<file path="src/hdl/nmea_pkg.sv">
// Shared types and constants for the RMC sentence field extractor.
// Used by every module of the block but the checker; no dependencies.
`timescale 1ns / 1ps

package nmea_pkg;

  localparam int FIELD_CAP_DEF  = 16;
  localparam int HEADER_CAP_DEF = 16;
  localparam int QUEUE_DEPTH    = 2;

  localparam int HDR_LEN     = 6;
  localparam int FIELD_TOTAL = 9;
  localparam int POS_W       = 6;
  localparam int FCNT_W      = 4;

  localparam logic [7:0] CH_COMMA = 8'h2C;
  localparam logic [7:0] CH_LF    = 8'h0A;
  localparam logic [7:0] CH_CR    = 8'h0D;

  // "$GPRMC"
  localparam logic [7:0] HDR_TEXT [HDR_LEN] = '{8'h24, 8'h47, 8'h50, 8'h52, 8'h4D, 8'h43};

  typedef enum logic {
    KIND_BYTE    = 1'b0,
    KIND_RESTART = 1'b1
  } kind_t;

  // Classified input transaction as held in the queue
  typedef struct packed {
    kind_t                kind;
    logic [7:0]           data;
    logic                 is_term;
    logic [HDR_LEN-1:0]   hdr_hit;
  } item_t;

  typedef struct packed {
    logic                 store_valid;
    logic [FCNT_W-1:0]    field_index;
    logic [POS_W-1:0]     char_pos;
    logic [7:0]           char_value;
    logic                 field_done;
    logic                 sentence_ready;
  } result_t;

endpackage

</file>
<file path="src/hdl/nmea_front.sv">
// Front end: input handshake and per-byte classification (terminators,
// header character matches). Depends on nmea_pkg.
`timescale 1ns / 1ps

module nmea_front (
  input  logic               s_tvalid,
  output logic               s_tready,
  input  logic [7:0]         s_tdata,   // [7:0] data_byte
  input  logic [0:0]         s_tuser,   // [0] kind
  input  logic               q_full,
  output logic               q_wr,
  output nmea_pkg::item_t    q_item
);

  logic [nmea_pkg::HDR_LEN-1:0] hit;

  always_comb begin
    for (int i = 0; i < nmea_pkg::HDR_LEN; i++) begin
      hit[i] = (s_tdata == nmea_pkg::HDR_TEXT[i]);
    end
  end

  assign s_tready = !q_full;
  assign q_wr     = s_tvalid && !q_full;

  assign q_item.kind    = nmea_pkg::kind_t'(s_tuser[0]);
  assign q_item.data    = s_tdata;
  assign q_item.is_term = (s_tdata == nmea_pkg::CH_COMMA) || (s_tdata == nmea_pkg::CH_LF) ||
                          (s_tdata == nmea_pkg::CH_CR);
  assign q_item.hdr_hit = hit;

endmodule

</file>
<file path="src/hdl/nmea_queue.sv">
// Short FIFO of classified items between front and back end.
// Depends on nmea_pkg.
`timescale 1ns / 1ps

module nmea_queue (
  input  logic             clk,
  input  logic             rst,
  input  logic             wr,
  input  nmea_pkg::item_t  wr_item,
  output logic             full,
  input  logic             rd,
  output logic             valid,
  output nmea_pkg::item_t  rd_item
);

  localparam int DEPTH = nmea_pkg::QUEUE_DEPTH;
  localparam int PTR_W = (DEPTH > 1) ? $clog2(DEPTH) : 1;
  localparam int CNT_W = $clog2(DEPTH + 1);
  localparam logic [CNT_W-1:0] CNT_FULL = CNT_W'(DEPTH);
  localparam logic [PTR_W-1:0] PTR_LAST = PTR_W'(DEPTH - 1);

  nmea_pkg::item_t   slots [DEPTH];
  logic [PTR_W-1:0]  wr_ptr;
  logic [PTR_W-1:0]  rd_ptr;
  logic [CNT_W-1:0]  count;

  assign full    = (count == CNT_FULL);
  assign valid   = (count != '0);
  assign rd_item = slots[rd_ptr];

  always_ff @(posedge clk) begin
    if (wr) begin
      slots[wr_ptr] <= wr_item;
    end
  end

  always_ff @(posedge clk) begin
    if (rst) begin
      wr_ptr <= '0;
      rd_ptr <= '0;
      count  <= '0;
    end else begin
      if (wr) begin
        wr_ptr <= (wr_ptr == PTR_LAST) ? '0 : wr_ptr + 1'b1;
      end
      if (rd) begin
        rd_ptr <= (rd_ptr == PTR_LAST) ? '0 : rd_ptr + 1'b1;
      end
      if (wr && !rd) begin
        count <= count + 1'b1;
      end else if (rd && !wr) begin
        count <= count - 1'b1;
      end
    end
  end

endmodule

</file>
<file path="src/hdl/nmea_back.sv">
// Back end: tokenizer / sentence state and the registered result stage.
// Depends on nmea_pkg.
`timescale 1ns / 1ps

module nmea_back #(
  parameter int FIELD_CAP  = nmea_pkg::FIELD_CAP_DEF,
  parameter int HEADER_CAP = nmea_pkg::HEADER_CAP_DEF
) (
  input  logic             clk,
  input  logic             rst,
  input  logic             q_valid,
  input  nmea_pkg::item_t  q_item,
  output logic             q_rd,
  output logic             m_tvalid,
  input  logic             m_tready,
  output nmea_pkg::result_t res
);

  localparam int POS_W = nmea_pkg::POS_W;
  localparam int FCNT_W = nmea_pkg::FCNT_W;
  localparam logic [POS_W-1:0]  FIELD_LAST = POS_W'(FIELD_CAP - 1);
  localparam logic [POS_W-1:0]  HDR_LAST   = POS_W'(HEADER_CAP - 1);
  localparam logic [POS_W-1:0]  HDR_END    = POS_W'(nmea_pkg::HDR_LEN);
  localparam logic [FCNT_W-1:0] FTOTAL     = FCNT_W'(nmea_pkg::FIELD_TOTAL);

  logic              capturing,    capturing_next;
  logic              header_seen,  header_seen_next;
  logic [FCNT_W-1:0] field_count,  field_count_next;
  logic [POS_W-1:0]  token_pos,    token_pos_next;
  logic              header_match, header_match_next;
  nmea_pkg::result_t res_next;

  logic in_field;
  logic ends;
  logic hit_at_pos;

  assign q_rd = q_valid && (!m_tvalid || m_tready);

  always_comb begin
    hit_at_pos = 1'b0;
    for (int i = 0; i < nmea_pkg::HDR_LEN; i++) begin
      if (token_pos == POS_W'(i)) begin
        hit_at_pos = q_item.hdr_hit[i];
      end
    end
  end

  assign in_field = header_seen && (field_count >= FCNT_W'(1)) && (field_count <= FTOTAL);
  assign ends     = q_item.is_term ||
                    (token_pos == (header_seen ? FIELD_LAST : HDR_LAST));

  always_comb begin
    capturing_next    = capturing;
    header_seen_next  = header_seen;
    field_count_next  = field_count;
    token_pos_next    = token_pos;
    header_match_next = header_match;
    res_next          = '0;

    if (q_item.kind == nmea_pkg::KIND_RESTART) begin
      capturing_next    = 1'b1;
      header_seen_next  = 1'b0;
      field_count_next  = '0;
      token_pos_next    = '0;
      header_match_next = 1'b1;
    end else if (capturing) begin
      if (in_field) begin
        res_next.field_index = field_count - 1'b1;
        res_next.char_pos    = token_pos;
      end
      if (!ends) begin
        header_match_next = header_match && (token_pos < HDR_END) && hit_at_pos;
        token_pos_next    = token_pos + 1'b1;
        if (in_field) begin
          res_next.store_valid = 1'b1;
          res_next.char_value  = q_item.data;
        end
      end else begin
        res_next.field_done = in_field;
        if (header_match && (token_pos == HDR_END)) begin
          // header token restarts the sentence from any field
          header_seen_next = 1'b1;
          field_count_next = FCNT_W'(1);
        end else if (header_seen) begin
          if (field_count >= FTOTAL) begin
            capturing_next = 1'b0;
          end
          field_count_next = field_count + 1'b1;
        end
        token_pos_next    = '0;
        header_match_next = 1'b1;
      end
    end
    res_next.sentence_ready = !capturing_next;
  end

  always_ff @(posedge clk) begin
    if (rst) begin
      capturing    <= 1'b1;
      header_seen  <= 1'b0;
      field_count  <= '0;
      token_pos    <= '0;
      header_match <= 1'b1;
      m_tvalid     <= 1'b0;
    end else begin
      if (q_rd) begin
        capturing    <= capturing_next;
        header_seen  <= header_seen_next;
        field_count  <= field_count_next;
        token_pos    <= token_pos_next;
        header_match <= header_match_next;
        m_tvalid     <= 1'b1;
      end else if (m_tready) begin
        m_tvalid     <= 1'b0;
      end
    end
  end

  always_ff @(posedge clk) begin
    if (q_rd) begin
      res <= res_next;
    end
  end

endmodule

</file>
<file path="src/hdl/nmea_rmc_field_extractor.sv">
// Top level of the RMC sentence field extractor.
// Depends on nmea_pkg, nmea_front, nmea_queue, nmea_back.
//
// Usage:
//   Slave stream: one transaction per received serial byte (s_tuser[0] = 0,
//   byte in s_tdata) or a capture restart (s_tuser[0] = 1, s_tdata ignored).
//   Master stream: exactly one result per input transaction, in order.
//   m_tuser[0] flags a character to store at (field_index, char_pos) with
//   value char_value; m_tlast marks a byte that closed a captured field;
//   m_tuser[1] is sentence_ready, held once the date field has ended until
//   a restart transaction arrives.
// Path: an accepted input is written into the queue, then read out into the
//   registered result on m_tvalid when the output is not stalled.
// Throughput: 1 transaction per cycle while m_tready does not stall the output;
//   the back end updates its state once per byte it reads from the queue.
// Reset (rst, synchronous): queue emptied, no result pending, capture
//   armed and waiting for the "$GPRMC" header.
// Stall: a low m_tready keeps the result registered; the two-entry queue
//   keeps accepting input until it fills, then s_tready drops.
`timescale 1ns / 1ps

module nmea_rmc_field_extractor #(
  parameter int FIELD_CAP  = nmea_pkg::FIELD_CAP_DEF,
  parameter int HEADER_CAP = nmea_pkg::HEADER_CAP_DEF
) (
  input  logic        clk,
  input  logic        rst,
  input  logic        s_tvalid,
  output logic        s_tready,
  input  logic [7:0]  s_tdata,   // [7:0] data_byte
  input  logic [0:0]  s_tuser,   // [0] kind
  output logic        m_tvalid,
  input  logic        m_tready,
  output logic [23:0] m_tdata,   // [3:0] field_index, [9:4] char_pos, [17:10] char_value
  output logic        m_tlast,   // field_done
  output logic [1:0]  m_tuser    // [0] store_valid, [1] sentence_ready
);

  nmea_pkg::item_t   wr_item;
  nmea_pkg::item_t   rd_item;
  nmea_pkg::result_t res;
  logic              q_full;
  logic              q_wr;
  logic              q_rd;
  logic              q_valid;

  nmea_front u_front (
    .s_tvalid (s_tvalid),
    .s_tready (s_tready),
    .s_tdata  (s_tdata),
    .s_tuser  (s_tuser),
    .q_full   (q_full),
    .q_wr     (q_wr),
    .q_item   (wr_item)
  );

  nmea_queue u_queue (
    .clk     (clk),
    .rst     (rst),
    .wr      (q_wr),
    .wr_item (wr_item),
    .full    (q_full),
    .rd      (q_rd),
    .valid   (q_valid),
    .rd_item (rd_item)
  );

  nmea_back #(
    .FIELD_CAP  (FIELD_CAP),
    .HEADER_CAP (HEADER_CAP)
  ) u_back (
    .clk      (clk),
    .rst      (rst),
    .q_valid  (q_valid),
    .q_item   (rd_item),
    .q_rd     (q_rd),
    .m_tvalid (m_tvalid),
    .m_tready (m_tready),
    .res      (res)
  );

  assign m_tdata = {6'd0, res.char_value, res.char_pos, res.field_index};
  assign m_tlast = res.field_done;
  assign m_tuser = {res.sentence_ready, res.store_valid};

endmodule

</file>
<file path="config.mk">
export PLATFORM = sky130hd
export DESIGN_NAME = nmea_rmc_field_extractor
export DESIGN_NICKNAME = d
export VERILOG_FILES = /design/src/hdl/nmea_pkg.sv /design/src/hdl/nmea_front.sv /design/src/hdl/nmea_queue.sv /design/src/hdl/nmea_back.sv /design/src/hdl/nmea_rmc_field_extractor.sv
export SDC_FILE = /design/constraint.sdc
export NUM_CORES = 1
export LEC_CHECK = 0
export ABC_AREA = 1
export BUFFER_PORTS_ARGS = -buffer_cell sky130_fd_sc_hd__buf_2
export CAP_MARGIN = 20
export CORE_ASPECT_RATIO = 1.4
export CORE_UTILIZATION = 30
export CTS_CLUSTER_DIAMETER = 60
export DETAILED_ROUTE_END_ITERATION = 7
export MAX_ROUTING_LAYER = met4
export PLACE_DENSITY = 0.53
export SETUP_SLACK_MARGIN = 0.15
export SLEW_MARGIN = 0
export SYNTH_ARGS = -nofsm -noshare
export SYNTH_HDL_FRONTEND = slang
export SYNTH_SLANG_ARGS = --single-unit
</file>
<file path="constraint.sdc">
create_clock -name clk -period 2.4 [get_ports clk]
set_input_delay 0.24 -clock clk [delete_from_list [all_inputs] [get_ports clk]]
set_output_delay 0.24 -clock clk [all_outputs]
set_load 0.02 [all_outputs]
</file>
== Yosys cells after proc, flatten, opt, wreduce, memory -nomap -nowiden ==
Memories as Yosys holds them, arrays and structs flattened. A register that Yosys moved wholly into a read port is not among the register bits.
Cells that the tools add are included.

* Bits in writable memories: 32
* Bits of input ports: 13
* Output and inout port bits: 29
* Word-level logic and storage cells: 118
* Flip-flop bits (word level): 39
* Memories: 1

{| class="wikitable"
|+ Memory list
! memory !! depth !! width !! read ports !! clocked after Yosys merged registers in !! write ports !! RTL line !! text
|-
| u_queue.slots || 2 || 16 || 1 || 1 || 1 || nmea_queue.sv:22 || <nowiki>nmea_pkg::item_t slots [DEPTH];</nowiki>
|}

* $add $sub $neg: 7
* Bitwise logic cells: 3
* Mux-type cells: 38
* Order comparisons: 4
* Reductions and logical operators: 33
* Equal/unequal tests: 17

{| class="wikitable"
|+ Operators by type and width
! kind !! number
|-
| equality test 8 x 7 -> 1 bit (second input constant) || 5
|-
| two-way mux 1 bit || 28
|-
| two-way mux 4 bit || 5
|-
| equality test 6 x 3 -> 1 bit (second input constant) || 3
|-
| two-way mux 6 bit || 3
|-
| equality test 8 x 4 -> 1 bit (second input constant) || 2
|-
| equality test 8 x 6 -> 1 bit (second input constant) || 2
|-
| equality test 6 x 2 -> 1 bit (second input constant) || 2
|-
| nonzero test 2 bit || 6
|-
| logical AND 1 bit || 9
|-
| OR reduction 3 bit || 3
|-
| AND reduction 4 bit || 2
|-
| adder 6 x 1 -> 6 bit (second input constant) || 1
|-
| equality test 6 x 1 -> 1 bit (second input constant) || 1
|-
| equality test 6 x 4 -> 1 bit (second input constant) || 1
|-
| logical NOT 6 bit || 1
|-
| less-than comparator 6 x 3 -> 1 bit (second input constant) || 1
|-
| logical NOT 1 bit || 5
|-
| adder 4 x 1 -> 4 bit (second input constant) || 1
|-
| greater-or-equal comparator 4 x 1 -> 1 bit (second input constant) || 1
|-
| greater-or-equal comparator 4 bit (second input constant) || 1
|-
| <= comparator 4 bit (second input constant) || 1
|-
| logical OR 1 bit || 4
|-
| two-way mux 2 bit || 2
|-
| other kinds (9) || 12
|}

== Longest topological paths before layout ==
Gate-level depths: netlist of run 1.

* Depth after elaboration: 11
* Gate-level depth with buffers: 12
* Depth with buffers taken out: 12

== Modules after synthesis ==
Synthesis of run 1 repeated with hierarchy kept, for this count alone.

* Cell total of the unflattened synthesis: 349
* Area total of the unflattened synthesis: 3472.1 um^2

{| class="wikitable"
|+ Modules (own cells, without submodules)
! module !! cells each !! area each (um^2) !! times used
|-
| nmea_back || 205 || 1737.9 || 1
|-
| nmea_queue || 83 || 1436.4 || 1
|-
| nmea_front || 54 || 249.0 || 1
|-
| nmea_rmc_field_extractor || 7 || 48.8 || 1
|}

== Worst setup path before layout of run 1 ==
Ideal clock, no wire load.

* Path kind: register to register
* From: register u_queue.count[0]
* To: memory u_queue.slots[1][0] (netlist name) (enable)
* Setup slack: 0.557 ns
* Data required time: 2.010 ns
* Stages on the path, launching flop included: 5
* Arrival: 1.453 ns
* Setup time: 0.390 ns
* Cells stage by stage: dfxtp_1 -> inv_1 -> nand2_1 -> nand2_1 -> nor2_1

* Word-level cells in the longest chain between the ends: 5

{| class="wikitable"
|+ Ends and longest elaborated chain
! item !! RTL line !! text
|-
| start, declared || nmea_queue.sv:25 || <nowiki>logic [CNT_W-1:0] count;</nowiki>
|-
| start signal, assigned || nmea_queue.sv:50 || <nowiki>count <= count + 1'b1;</nowiki>
|-
| start signal, assigned || nmea_queue.sv:52 || <nowiki>count <= count - 1'b1;</nowiki>
|-
| equality test 2 bit || nmea_queue.sv:27 || <nowiki>assign full = (count == CNT_FULL);</nowiki>
|-
| logical NOT 1 bit || n/a ||
|-
| named net s_tready || nmea_rmc_field_extractor.sv:29 || <nowiki>output logic s_tready,</nowiki>
|-
| logical AND 1 bit || nmea_front.sv:24 || <nowiki>assign q_wr = s_tvalid && !q_full;</nowiki>
|-
| two-way mux 1 bit || nmea_queue.sv:32 || <nowiki>if (wr) begin</nowiki>
|-
| two-way mux 1 bit (implied by the code) || nmea_queue.sv:33 || <nowiki>slots[wr_ptr] <= wr_item;</nowiki>
|-
| end, declared || nmea_queue.sv:22 ||
|}

The timed path passes the listed nets, and every way through them passes these cells.

== Final worst setup path of run 1 ==
* From: register u_back.field_count[0]
* To: register u_back.res[11] (netlist name)

* Word-level cells in the longest chain between the ends: 5

{| class="wikitable"
|+ Ends and longest elaborated chain
! item !! RTL line !! text
|-
| start, declared || nmea_back.sv:28 || <nowiki>logic [FCNT_W-1:0] field_count, field_count_next;</nowiki>
|-
| start signal, assigned || nmea_back.sv:109 || <nowiki>field_count <= field_count_next;</nowiki>
|-
| greater-or-equal comparator 4 x 1 -> 1 bit || nmea_back.sv:48 || <nowiki>assign in_field = header_seen && (field_count >= FCNT_W'(1)) && (field_count <= FTOTAL);</nowiki>
|-
| logical AND 1 bit || nmea_back.sv:48 ||
|-
| logical AND 1 bit * || nmea_back.sv:48 ||
|-
| inverter 1 bit (no line) * || n/a ||
|-
| OR reduction 3 bit (no line) * || n/a ||
|}

Every way passes the cells marked *; elsewhere a longest branch is shown, timed or not.
A chain may end at the register's enable or synchronous reset.

==> run_results.csv, run 1 <==
group,metric,value,unit
sta,slew_viol_final,0,
status,status,"finished clean",
power,peakVddDrop,332,uV
routing,wl_per_cell,11.6,um
routing,drt_iter0_markers,104,
floorplanning,ios,42,
synthesis,ys_ff_latch,72,
min_path,hold_end,"u_queue.slots[1][15]$_DFFE_PP_",
worst_setup_path,r2r_start,"u_back.field_count[0]$_SDFFE_PP0P_",
synthesis,yosysTopAreaCellShare,0.464,
routing,maxUsedRoutingLayer,"met4",
min_path,min-delay-start,"s_tuser",
synthesis,avgSynthCellArea,10.4,um2
synthesis,synthArstFlopShare,0,
worst_setup_path,startpoint_type,"flip-flop",
clock_network,cts_buffers,9,
floorplanning,coreArea,11000,um2
routing,first_pass_iters,4,
placed_design,dpl.hpwl,4600,um
grt,grt_max_degree,18,
power,p_per_area,1150,nW/um2
sta,grt_setup_unrepaired,"false",
placed_design,port_buffers,35,
floorplanning,die_h,128,um
synthesis,netlist_top_cells_count,"edfxtp_1, nand2_1, inv_1",
power,pwr-share-seq,0.394,
power,p_leak,1.64,nW
routing,wl_met1,2460,um
finish,design_area,4050,um2
worst_setup_path,crit_type,"reg2reg",
synthesis,syn_area,3430,um2
grt,grt-ovfl-total,0,
sta,finalHoldViolations,0,
min_path,hp-class,"in2reg",
sta,fmax,529,MHz
grt,antenna_found_initial,0,
power,intPower,2.99,mW
sta,setup_violations,0,
synthesis,yosysTopAreaCell,"edfxtp_1",
sta,tns,0,ns
routing,drc_errors,0,
clock_network,post_cts_buffers,0,
finish,final_net_count,394,
sta,period_minus_slack,1.89,ns
floorplanning,num_rows,45,
floorplanning,dieArea,11900,um2
placed_design,pre_cts_slack,0.485,ns
worst_setup_path,reg2reg_slack,0.51,ns
routing,wl_met3,146,um
floorplanning,die_w,92.3,um
worst_setup_path,critPathMaxFanout,8,
placed_design,place_area,3740,um2
routing,wl,6050,um
floorplanning,start_util,0.312,
routing,met2_length,3240,um
synthesis,synth_cells,328,
worst_setup_path,critPathCaptureType,"flip-flop",
worst_setup_path,required,2.49,ns
synthesis,synth_edf_count,53,
synthesis,synth_warnings,0,
finish,antennaDiodeCount,0,
synthesis,seq_area_frac_synth,0.575,
synthesis,yosys-top-cells-area,"edfxtp_1, dfxtp_1, nand2_1",
finish,syn2layout_area_growth,18.2,%
grt,grt_pass1_vias,2200,
finish,fill_cells,1104,
grt,grt_usage,0.120,
clock_network,hold_buffers,0,
clock_network,cts_max_level,3,
worst_setup_path,r2r_cells,11,
synthesis,synth_ff_type,"edfxtp_1",
synthesis,synth.most_common_cell,"edfxtp_1",
grt,grt_pass1_wl,10500,um
worst_setup_path,reg2reg_to,"u_back.res[11]$_SDFFCE_PP0P_",
clock_network,ctsResizeCount,0,
synthesis,yosysUniqueCellTypes,35,
clock_network,cts_buffer_depth,2,
run,maxCapViolCount,0,
placed_design,place_congestion,0.767,
power,clockPowerShare,0.286,
clock_network,clock-sinks,72,
finish,drive_gt1_frac,0.262,
clock_network,cts-root-buf,"clkbuf_16",
power,power,4.66,mW
routing,vias_per_cell,4.33,
routing,vias,2247,
clock_network,clk_latency,0.33,ns
sta,fin_crit_sh,0.788,
worst_setup_path,worstPathArrival,1.98,ns
min_path,hold_depth,1,
sta,fin_ws,0.510,ns
sta,final.setup_skew,0.00329,ns
clock_network,clk_pin_slew,0.06,ns
clock_network,cts_tree,"done",
power,p_sw_frac,0.358,
power,p_comb_frac,0.320,
power,p_sw,1.67,mW
routing,detail-route-antenna-nets,0,
worst max-delay path by stage:
stage,start,end,slack [ns],cells after the start
2_1_floorplan,u_queue.count[0]$_SDFFE_PP0P_,u_queue.slots[1][0]$_DFFE_PP_,0.56,4
3_3_place_gp,u_back.field_count[0]$_SDFFE_PP0P_,u_back.res[12]$_SDFFCE_PP0P_,0.59,11
3_5_place_dp,u_back.field_count[0]$_SDFFE_PP0P_,u_back.res[14]$_SDFFCE_PP0P_,0.48,11
4_1_cts,u_back.field_count[0]$_SDFFE_PP0P_,u_back.res[14]$_SDFFCE_PP0P_,0.49,11
5_1_grt,u_back.field_count[0]$_SDFFE_PP0P_,u_back.res[11]$_SDFFCE_PP0P_,0.30,11
6_report,u_back.field_count[0]$_SDFFE_PP0P_,u_back.res[11]$_SDFFCE_PP0P_,0.51,11
final cells by class:
class                   count  area [um2]  share of cell area
inverters                  48         198              0.0488
repair buffers             40         213              0.0525
multi-input cells         202        1190               0.293
flip-flops and latches     72        1970               0.487
clock buffers               9         225              0.0556
clock inverters             7        80.1              0.0198
well taps                 141         176              0.0436
critical path, stage by stage (launching register included):
cell and delay (ns):
dfxtp_1 0.47, inv_1 0.09, ha_1 0.20, inv_1 0.11, nor2_4 0.05, inv_2 0.07, o211ai_2 0.06, nand3_1 0.09
nor2_2 0.05, nand2_1 0.19, buf_4 0.22, nor2_2 0.04
flip-flops by register name, indices dropped and copies added, names as in the netlist, 2 cells and up, named ones only:
| register | flops |
|---|---|
| u_back.res | 21 |
| u_queue.count | 2 |
| u_back.field_count | 4 |
| u_queue.slots | 32 |
| u_back.token_pos | 6 |
power groups by stage:
| stage | logic [mW] | clock network, mW | registers, mW |
|---|---|---|---|
| after floorplan | 0.943 | 0 | 2.05 |
| after global placement | 1.50 | 0 | 1.85 |
| after detailed placement | 1.51 | 0 | 1.87 |
| after CTS | 1.52 | 1.37 | 1.84 |
| after global routing | 1.67 | 1.42 | 1.87 |
| final | 1.49 | 1.33 | 1.83 |
placed cells by master (no fill, tap or decap), drive strengths merged:
cell	n
conb	6
buf	40
a211oi	1
mux2i	8
inv	50
clkinvlp	2
clkinv	2
clkbuf	9
xor2	4
o211ai	2
dfxtp	19
o21ai	11
nand2	55
nor2	51
ha	8
nor3	8
edfxtp	53
nor4	3
a21oi	17
or2	2
xnor2	1
nand4	4
bufinv	1
nand3	21
metal layers:
| metal | vias up | GRT usage |
|---|---|---|
| li1 | 1170 | - |
| met4 | 0 | 0.0781 |
| met1 | 1027 | 0.123 |
| met3 | 13 | 0.0230 |
| met2 | 37 | 0.210 |
| met5 | - | - |
cell families (layout without fill, tap and decap cells):
| family | Yosys count | in the layout | share of synthesized area |
|---|---|---|---|
| AND/OR/NAND/NOR | 144 | 144 | 0.221 |
| flip-flops | 72 | 72 | 0.575 |
| buffers and inverters | 59 | 104 | 0.0840 |
| AO/OA/AOI/OAI | 31 | 31 | 0.0537 |
| adder cells (fa/ha/maj) | 8 | 8 | 0.0292 |
| multiplexers | 8 | 8 | 0.0234 |
| XOR/XNOR | 5 | 5 | 0.0128 |
| other | 1 | 6 | 0.00109 |
per-stage QoR:
step           hold WS (ns)  utilization  cells
6_report              0.104        0.369    519
5_1_grt              0.0983        0.369    519
4_1_cts              0.0927        0.369    519
3_5_place_dp          0.441        0.341    503
3_3_place_gp          0.436        0.341    503
2_1_floorplan         0.339            -    333
(Power assumes the default switching activity.)
==> run 2: changes to the inputs <==
- PLACE_DENSITY: 0.53 -> 0.54
- clock period: 2.4 -> 1.5 ns (I/O delays scaled with it)
==> run 2 against run 1 <==
Effect of this change: the run now ends with setup timing left; die area stayed put; fmax grew 25%; register-to-register slack got worse by 0.52 ns; wire length rose by 8.3%; cell count up 5.2%; critical path type unchanged.
==> run_results.csv, run 2 (same netlist as run 1, synthesis figures left out) <==
group,metric,value,unit
finish,final_cell_mix,"edfxtp_1, nand2_1, buf_2",
worst_setup_path,critPathMaxFanout,5,
clock_network,clock-sinks,72,
routing,drc_errors,0,
floorplanning,die_w,92.3,um
placed_design,pre_cts_slack,-0.0135,ns
clock_network,cts_buffer_depth,2,
routing,first_pass_iters,4,
finish,drive_gt1_frac,0.474,
grt,grt-ovfl-total,0,
worst_setup_path,critPathCaptureType,"flip-flop",
worst_setup_path,cp_slowest_stage_delay,0.35,ns
finish,final_util,0.425,
min_path,min-delay-start,"s_tuser",
finish,largestRegisters,"u_queue.slots x32, u_back.res x21, u_back.token_pos x6",
finish,regMostFlops,"u_queue.slots",
run,maxCapViolCount,0,
power,p_comb_frac,0.389,
power,p_per_area,1780,nW/um2
sta,final.setup_skew,0.00542,ns
power,peakVddDrop,601,uV
placed_design,place_congestion,0.815,
power,p_leak,1.80,nW
power,p_sw,3.04,mW
grt,grt_usage,0.123,
placed_design,dpl.hpwl,4620,um
worst_setup_path,crit_path_frequent_cell,"inv_2",
clock_network,clk_pin_slew,0.06,ns
worst_setup_path,r2r_start,"u_back.field_count[0]$_SDFFE_PP0P_",
finish,multi_input_area,1520,um2
sta,fin_crit_sh,1.01,
grt,grt_max_degree,21,
finish,final_common_cell,"edfxtp_1",
power,pwr-share-seq,0.359,
clock_network,cts_tree,"done",
routing,vias_per_cell,4.39,
placed_design,port_buffers,35,
worst_setup_path,crit_type,"reg2reg",
worst_setup_path,worstPathArrival,1.70,ns
worst_setup_path,r2r_cells,11,
min_path,hold_depth,1,
finish,syn2layout_area_growth,36.3,%
clock_network,cts-root-buf,"clkbuf_16",
finish,regArea,2000,um2
sta,fin_ws,-0.0108,ns
sta,fmax,662,MHz
grt,grt_pass1_vias,2297,
status,status,"complete, but fails checks",
routing,wl,6550,um
worst_setup_path,required,1.69,ns
worst_setup_path,critical-path-top-delay-family,"simple AND/OR/NAND/NOR gates",
routing,detail-route-antenna-nets,0,
sta,tns,-0.0257,ns
sta,finalHoldViolations,0,
floorplanning,num_rows,45,
sta,grt_setup_unrepaired,"true",
clock_network,cts_buffers,9,
finish,final_net_count,421,
floorplanning,start_util,0.312,
routing,vias,2395,
min_path,hp-class,"in2reg",
power,p_sw_frac,0.365,
sta,slew_viol_final,0,
finish,design_area,4670,um2
routing,wl_per_cell,12.0,um
min_path,hold_end,"u_queue.slots[1][15]$_DFFE_PP_",
sta,period_minus_slack,1.51,ns
clock_network,clk_latency,0.32,ns
worst_setup_path,reg2reg_slack,-0.01,ns
worst_setup_path,crit_chain,"inv_2 -> ha_4 -> inv_2 -> nor2_4 -> inv_2 -> o211ai_2 -> nand3_1 -> nor2_2 -> buf_6 -> nand3_4 -> nor2_1",
floorplanning,ios,42,
floorplanning,die_h,128,um
grt,grt_pass1_wl,10800,um
worst_setup_path,cp.depth,11,
status,violations,"setup timing",
grt,antenna_found_initial,0,
worst_setup_path,startpoint_type,"flip-flop",
clock_network,cts_max_level,3,
power,clockPowerShare,0.251,
floorplanning,coreArea,11000,um2
sta,setup_violations,3,
power,intPower,5.28,mW
worst_setup_path,crit_path_top_delay_cell,"dfxtp_4",
finish,fill_cells,1044,
worst_setup_path,reg2reg_to,"u_back.res[7]$_SDFFCE_PP0P_",
worst_setup_path,critPathBufInv,4,
finish,largest_reg_flops,32,
finish,antennaDiodeCount,0,
floorplanning,dieArea,11900,um2
routing,drt_iter0_markers,77,
placed_design,place_area,3970,um2
[run 2: changes by cell type in the layout (fill, tap and decap cells not counted), sizes merged]
cell / change
inv: -3
buf: +26
clkinv: +1
clkinvlp: +2
nand3: +1
[run 2: metrics by stage]
stage               hold WS, ns  power (mW)  std cells
CTS                      0.0298        8.00        538
global route             0.0338        8.80        546
finish                   0.0279        8.32        546
floorplan                 0.249        4.95        333
global placement          0.363        5.65        517
detailed placement        0.365        5.67        517
[run 2: metal layers]
metal / global-route usage / vias to the layer above / wire length (um)
met4: 0.0699 / 0 / 248
met1: 0.126 / 1114 / 2630
met5: - / - / 0
met3: 0.0230 / 13 / 153
met2: 0.217 / 38 / 3520
li1: - / 1230 / -
[run 2: area by class of cell]
type	count	share of cell area
clock inverter	7	0.0155
tap	141	0.0378
sequential	72	0.428
inverter	48	0.0477
multi-input combinational	203	0.325
timing repair buffer	66	0.0983
clock buffer	9	0.0482
[run 2: power by group through the flow]
| stage | Clock [mW] | Combinational [mW] | Sequential (mW) |
|---|---|---|---|
| 5_1_grt | 2.23 | 3.53 | 3.03 |
| 4_1_cts | 2.12 | 2.89 | 2.99 |
| 2_1_floorplan | 0 | 1.65 | 3.30 |
| 3_5_place_dp | 0 | 2.68 | 3.00 |
| 6_report | 2.09 | 3.24 | 2.99 |
| 3_3_place_gp | 0 | 2.67 | 2.98 |
[run 2: worst max-delay path by stage]
stage                                        from                       endpoint  slack (ns)
2_1_floorplan        u_back.m_tvalid$_SDFFE_PP0P_  u_queue.count[1]$_SDFFE_PP0P_      -0.003
3_3_place_gp   u_back.field_count[0]$_SDFFE_PP0P_   u_back.res[18]$_SDFFCE_PP0P_       0.007
3_5_place_dp   u_back.field_count[0]$_SDFFE_PP0P_    u_back.res[8]$_SDFFCE_PP0P_       -0.01
4_1_cts        u_back.field_count[1]$_SDFFE_PP0P_    u_back.res[2]$_SDFFCE_PP0P_       0.004
5_1_grt        u_back.field_count[0]$_SDFFE_PP0P_    u_back.res[4]$_SDFFCE_PP0P_       -0.11
6_report       u_back.field_count[0]$_SDFFE_PP0P_    u_back.res[7]$_SDFFCE_PP0P_       -0.01
[run 2: what timing repair did]
item / 4_1_cts / 5_1_grt
endpoints found under the setup margin: 49 / 31
hold buffers: 0 / 0
gates cloned: 1 / 0
buffers inserted: 4 / 8
pin swaps: 15 / 17
gates resized for setup: 43 / 46
